## src/rtl/cvlg_pkg.sv

```systemverilog
// Shared types, codes and constants for the composite video line generator.
`default_nettype none
package cvlg_pkg;

    localparam int DEF_LINE_PIXELS = 32;
    localparam int DEF_FRAME_ROWS  = 64;

    localparam logic [8:0] LINE_WRAP      = 9'd318;
    localparam logic [8:0] ROW_RESET_LINE = 9'd23;
    localparam logic [8:0] VSYNC_ON_LINE  = 9'd312;
    localparam logic [8:0] VSYNC_OFF_LINE = 9'd316;

    localparam logic [1:0] OP_WRITE   = 2'd0;
    localparam logic [1:0] OP_TICK    = 2'd1;
    localparam logic [1:0] OP_COMPARE = 2'd2;

    localparam logic [2:0] REG_FIRST_DRAWN_LINE = 3'd0;
    localparam logic [2:0] REG_DISPLAY_ENABLE   = 3'd1;
    localparam logic [2:0] REG_BURST_ENABLE     = 3'd2;
    localparam logic [2:0] REG_BURST_LEVEL      = 3'd3;
    localparam logic [2:0] REG_WHITE_LEVEL      = 3'd4;
    localparam logic [2:0] REG_BLACK_LEVEL      = 3'd5;

    typedef struct packed {
        logic [1:0] operation;
        logic [5:0] pixel_row;
        logic [4:0] pixel_col;
        logic [7:0] pixel_value;
    } in_item_t;

    typedef struct packed {
        logic       sync_drive;
        logic [7:0] video_level;
        logic       video_update;
        logic       last;
    } out_item_t;

    typedef enum logic [1:0] {
        ST_IDLE,
        ST_PIXELS,
        ST_WHITE,
        ST_BLACK
    } ctl_state_t;

    typedef enum logic [2:0] {
        RES_TICK,
        RES_PORCH,
        RES_PIXEL,
        RES_WHITE,
        RES_BLACK
    } res_kind_t;

    typedef struct packed {
        logic      write_pixel;
        logic      tick;
        logic      porch;
        logic      draw_start;
        logic      issue;
        res_kind_t kind;
    } dp_cmd_t;

    typedef struct packed {
        logic advance;
        logic line_phase;
        logic draw_ok;
        logic col_last;
    } dp_status_t;

endpackage
`default_nettype wire

```

## src/rtl/cvlg_ctrl.sv

```systemverilog
// Sequencer: decodes items and steps through the results of a line.
`default_nettype none
module cvlg_ctrl
    import cvlg_pkg::*;
(
    input  wire logic       clk,
    input  wire logic       rst_n,
    input  wire logic       in_valid,
    input  wire logic [1:0] operation,
    output logic            in_stall,
    input  wire dp_status_t status,
    output dp_cmd_t         cmd
);

    ctl_state_t state_reg;
    ctl_state_t state_next;
    logic       accept;

    assign accept   = (state_reg == ST_IDLE) && in_valid && status.advance;
    assign in_stall = !((state_reg == ST_IDLE) && status.advance);

    always_ff @(posedge clk or negedge rst_n)
    begin
        if (!rst_n)
        begin
            state_reg <= ST_IDLE;
        end
        else
        begin
            state_reg <= state_next;
        end
    end

    always_comb
    begin
        state_next = state_reg;
        case (state_reg)
            ST_IDLE:
            begin
                if (accept && operation == OP_COMPARE && status.line_phase)
                begin
                    state_next = status.draw_ok ? ST_PIXELS : ST_WHITE;
                end
            end
            ST_PIXELS:
            begin
                if (status.advance && status.col_last)
                begin
                    state_next = ST_BLACK;
                end
            end
            ST_WHITE:
            begin
                if (status.advance)
                begin
                    state_next = ST_BLACK;
                end
            end
            ST_BLACK:
            begin
                if (status.advance)
                begin
                    state_next = ST_IDLE;
                end
            end
            default:
            begin
                state_next = ST_IDLE;
            end
        endcase
    end

    always_comb
    begin
        cmd             = '0;
        cmd.kind        = RES_TICK;
        case (state_reg)
            ST_IDLE:
            begin
                if (accept)
                begin
                    case (operation)
                        OP_WRITE:
                        begin
                            cmd.write_pixel = 1'b1;
                        end
                        OP_TICK:
                        begin
                            cmd.tick  = 1'b1;
                            cmd.issue = 1'b1;
                            cmd.kind  = RES_TICK;
                        end
                        OP_COMPARE:
                        begin
                            if (!status.line_phase)
                            begin
                                cmd.porch = 1'b1;
                                cmd.issue = 1'b1;
                                cmd.kind  = RES_PORCH;
                            end
                            else
                            begin
                                cmd.draw_start = 1'b1;
                            end
                        end
                        default:
                        begin
                            cmd.issue = 1'b0;
                        end
                    endcase
                end
            end
            ST_PIXELS:
            begin
                cmd.issue = status.advance;
                cmd.kind  = RES_PIXEL;
            end
            ST_WHITE:
            begin
                cmd.issue = status.advance;
                cmd.kind  = RES_WHITE;
            end
            ST_BLACK:
            begin
                cmd.issue = status.advance;
                cmd.kind  = RES_BLACK;
            end
            default:
            begin
                cmd.issue = 1'b0;
            end
        endcase
    end

endmodule
`default_nettype wire

```

## config.mk

```make
export PLATFORM = sky130hd
export DESIGN_NAME = cvlg_ctrl
export DESIGN_NICKNAME = d
export VERILOG_FILES = /design/src/rtl/cvlg_pkg.sv /design/src/rtl/cvlg_ctrl.sv
export SDC_FILE = /design/constraint.sdc
export NUM_CORES = 1
export LEC_CHECK = 0
export BUFFER_PORTS_ARGS = -buffer_cell sky130_fd_sc_hd__buf_2
export CELL_PAD_IN_SITES_DETAIL_PLACEMENT = 2
export CELL_PAD_IN_SITES_GLOBAL_PLACEMENT = 2
export CORE_MARGIN = 10
export CORE_UTILIZATION = 22
export CTS_CLUSTER_SIZE = 16
export DETAILED_ROUTE_END_ITERATION = 12
export PLACE_DENSITY = 0.72
export SLEW_MARGIN = 20
export SYNTH_ARGS = -nofsm -noshare
export SYNTH_HDL_FRONTEND = slang
export SYNTH_SLANG_ARGS = --single-unit
```

## constraint.sdc

```tcl
create_clock -name clk -period 3.7 [get_ports clk]
set_input_delay 0.37 -clock clk [delete_from_list [all_inputs] [get_ports clk]]
set_output_delay 0.37 -clock clk [all_outputs]
set_load 0.005 [all_outputs]
```

After elaboration in Yosys (flattened, before gate mapping)
Index checks and enable logic that the tools add are counted.

cells by class
  bitwise gates (word level) = 0
  div/mod/pow operators = 0
  $lt $le $gt $ge = 0
  reductions and logical operators = 10
  equal/unequal tests = 9
  shift operators = 0
  multiply operators = 0
  add/sub/neg operators = 0
  multiplexer cells = 17

operator list
  cell                                           number
  one-hot mux 4 bit (4 select lines)             1
  2-to-1 mux 2 bit                               6
  2-to-1 mux 4 bit                               2
  2-to-1 mux 8 bit                               1
  one-hot mux 2 bit (4 select lines)             1
  == test 2 bit, second input constant           3
  logical AND 1 bit                              6
  != test 2 bit, second input constant           3
  == test 2 x 1 -> 1 bit, second input constant  2
  logical NOT 2 bit                              2
  2-to-1 mux 1 bit                               4
  AND reduction 4 bit                            1
  2-to-1 mux 3 bit                               1
  != test 2 x 1 -> 1 bit, second input constant  1
  one-hot mux 1 bit (2 select lines)             1
  logical NOT 1 bit                              1

storage, ports and cells
  bits in registers = 2
  bits in read-only memories = 0
  bits in latches = 0
  bits in writable memories = 0
  memories = 0
  output and inout bits = 9

Longest topological paths before layout
  word-level depth = 7
  gate-level depth with buffers = 5

Least setup slack after synthesis
OpenSTA, ideal clock, no wires.

  path type = register to output
  start = register state_reg[0]
  end = output port cmd[0] in the netlist's numbering
  data required time = 3330 ps
  cell stages (with the launch flop) = 6
  slack = 2055 ps
  data arrival time = 1275 ps
  path through = dfrtp_1 inv_1 ha_1 and3_1 and2_1 a21o_2

RTL lines
  item                      line             text
  start: declaration        cvlg_ctrl.sv:15  ctl_state_t state_reg;
  start signal: assignment  cvlg_ctrl.sv:30  state_reg <= state_next;
  end: declaration          cvlg_ctrl.sv:12  output dp_cmd_t cmd

==> summary.txt <==
Status
  • Status: complete, no violations

Worst setup path
  • Crit path max-delay family: simple AND/OR/NAND/NOR gates
  • Sequence of cells on the critical path: inv_1 -> ha_1 -> and3_1 -> and2_1 -> a21o_2 -> buf_2
  • Critical-path top delay cell: dfrtp_1
  • CP endpoint kind: primary output
  • Startpoint types: flop
  • Worst Setup SP: state_reg[0]$_DFFE_PN0P_
  • Worst Path Buf+Inv: 2
  • Critical path arrival: about 1.7 ns
  • CP max stage delay: just under 0.4 ns
  • Max FO, Critical Path: 8
  • Reg2reg start: state_reg[0]$_DFFE_PN0P_
  • Worst EP required: between 3 and 4 ns
  • Setup CP Type: flop to primary output

Synthesis
  • Synth Warn #: 0
  • Mean post-synth cell area: approximately 8.7 µm²
  • Synthesized net count: 53
  • Seq/Total Area, Yosys: ~16%
  • Post-Synthesis Cells: 36
  • Distinct cells, synth: 17
  • Synth Register Bits: 2
  • Synthesized cell area: about 310 µm²

Final layout
  • Layout cells sized above 1: between 30% and 40%
  • N_diodes: 0
  • Cell area after layout: 450 µm²
  • Most common cell after layout, fill and taps aside: buf_2
  • Most frequent cells in the layout: buf_2 (17), ha_1 (8), inv_1 (6), and2_1 (3), clkbuf_4 (3)
  • Post-Route Utilization: about a third
  • Max reg flops: 2
  • # nets final: between 70 and 80
  • P&R area growth vs syn: 43.4%

Placed design
  • Worst slack, placed: roughly 1.8 ns
  • Dpl cell area: 418 µm²
  • Gpl congestion: between 0.6 and 0.7
  • DP HPWL: between 800 and 900 µm
  • I/O Buffers: 17

Die
  • Die Ht: around 58 µm
  • Initial Utilization: a little under a quarter
  • # rows: 13
  • I/O pin cnt: 18
  • Die area: about 3300 µm²
  • Core area: around 1300 µm²
  • Die W: between 50 and 60 µm

Clock tree
  • Cts bufs inserted: 3
  • Setup bufs post-CTS: 0
  • Clock Latency Late Sink: 0.22 ns
  • Clock-pin transition on the worst setup and hold timing paths: approximately 0.03 ns
  • H-tree Lvls: 1
  • Hold_buf cts: 1
  • Clk root buf: clkbuf_4
  • Clock Path Buffers: 2
  • Clk sinks: 2
  • Post-CTS sizing: 0
  • CTS tree: done

Power
  • Peak VDD IR: 0.000277 V
  • Power density cells: 638 nW/µm²
  • Overall power: 0.287 mW
  • Pleak: 0.268 nW

Timing
  • Clock Skew: between 0.003 and 0.004 ns
  • Relative slew slack: 77.0%
  • Setup WS post-layout: approximately 1.6 ns
  • Tmin final: about 2.1 ns
  • Final Hold Viols: 0
  • Count of pins over their slew limit: 0
  • Worst-Margin Slew: ~0.34 ns
  • Final Cycle Share: between 50% and 60%
  • Setup TNS: 0 ns
  • Setup-failing EPs final: 0
  • Fmax: about 480 MHz
  • RSZ-0062 raised after global routing: no

Flow run
  • Max-cap violations: 0

Routing
  • WL per Instance: about 13 µm
  • 1st-iter DRT viols: 1
  • Vias per inst: between 4 and 5
  • First-pass DRT Iterations: 2
  • # DRC: 0
  • Routed Antenna Nets: 0
  • Routed WL: around 960 µm
  • Via count: 308

Global route
  • Number of global-route vias before repair: about 340
  • Largest net degree at the start of global routing: 9
  • First-pass GRT wire length: between 1.5 and 2 mm
  • Congestion Overflow GR: 0
  • Total Routing Usage GR: 5.47%
  • Initial antenna violation count: 0

Hold path
  • Hold Path Class: input pin to async pin
==> worst paths after layout <==
path,endpoint,slack (ns),cells past startpoint
setup / recovery,cmd[0],1.61,6
hold / removal,state_reg[1]$_DFFE_PN0P_,0.47,2
setup reg to reg,state_reg[1]$_DFFE_PN0P_,2.02,5
hold reg to reg,state_reg[0]$_DFFE_PN0P_,0.64,2
max in group asynchronous,state_reg[0]$_DFFE_PN0P_,3.13,2
min in group clk,state_reg[1]$_DFFE_PN0P_,0.48,4
==> area by class of cell <==
cell class | count | area (µm²)
repair buffers | 18 | 95.1
multi-input cells | 28 | 241
inverters | 6 | 22.5
clock buffers | 3 | 22.5
well taps | 15 | 18.8
flip-flops and latches | 2 | 50.0
fillers | 159 | 867
==> metrics by stage <==
step,hold slack [ns],instances
2_1_floorplan,0.0744,36
3_3_place_gp,0.154,68
3_5_place_dp,0.157,68
4_1_cts,0.454,72
5_1_grt,0.485,72
6_report,0.472,72
==> layer usage <==
layer	share of wire [%]	up-vias	global-route usage (%)
li1	-	166	-
met1	46	136	6.49
met2	48	6	8.44
met3	6.1	0	2.40
met4	0	0	2.01
met5	0	-	0
==> cells by family (layout without fill, tap and decap cells) <==
group,count (synthesis),count (layout),synth area share [%]
adder cells (fa/ha/maj),8,8,31.9
AO/OA/AOI/OAI,7,7,18.7
AND/OR/NAND/NOR,11,11,19.9
buffers and inverters,6,27,7.17
multiplexers,2,2,6.37
flip-flops,2,2,15.9
==> cells in the mapped netlist <==
master	n	share of area, %
ha_1	8	32
inv_1	6	7.2
and2_1	3	6.0
a21boi_0	2	4.8
and3_1	2	4.0
dfrtp_1	2	16
mux2i_1	2	6.4
nand2_1	2	2.4
a211oi_1	1	2.4
a21o_2	1	2.8
a221oi_2	1	4.8
nand4_1	1	2.0
nor2b_1	1	2.0
nor3_1	1	1.6
o211ai_1	1	2.4
o21ai_0	1	1.6
or2_1	1	2.0
==> where the power goes <==
part | switching, mW | internal [mW] | leakage, nW
Combinational | 0.100 | 0.0927 | 0.231
Sequential | 0.0126 | 0.0349 | 0.0234
Clock | 0.0113 | 0.0357 | 0.0138
Total | 0.124 | 0.163 | 0.268
Power figures use the tool's default switching activity.
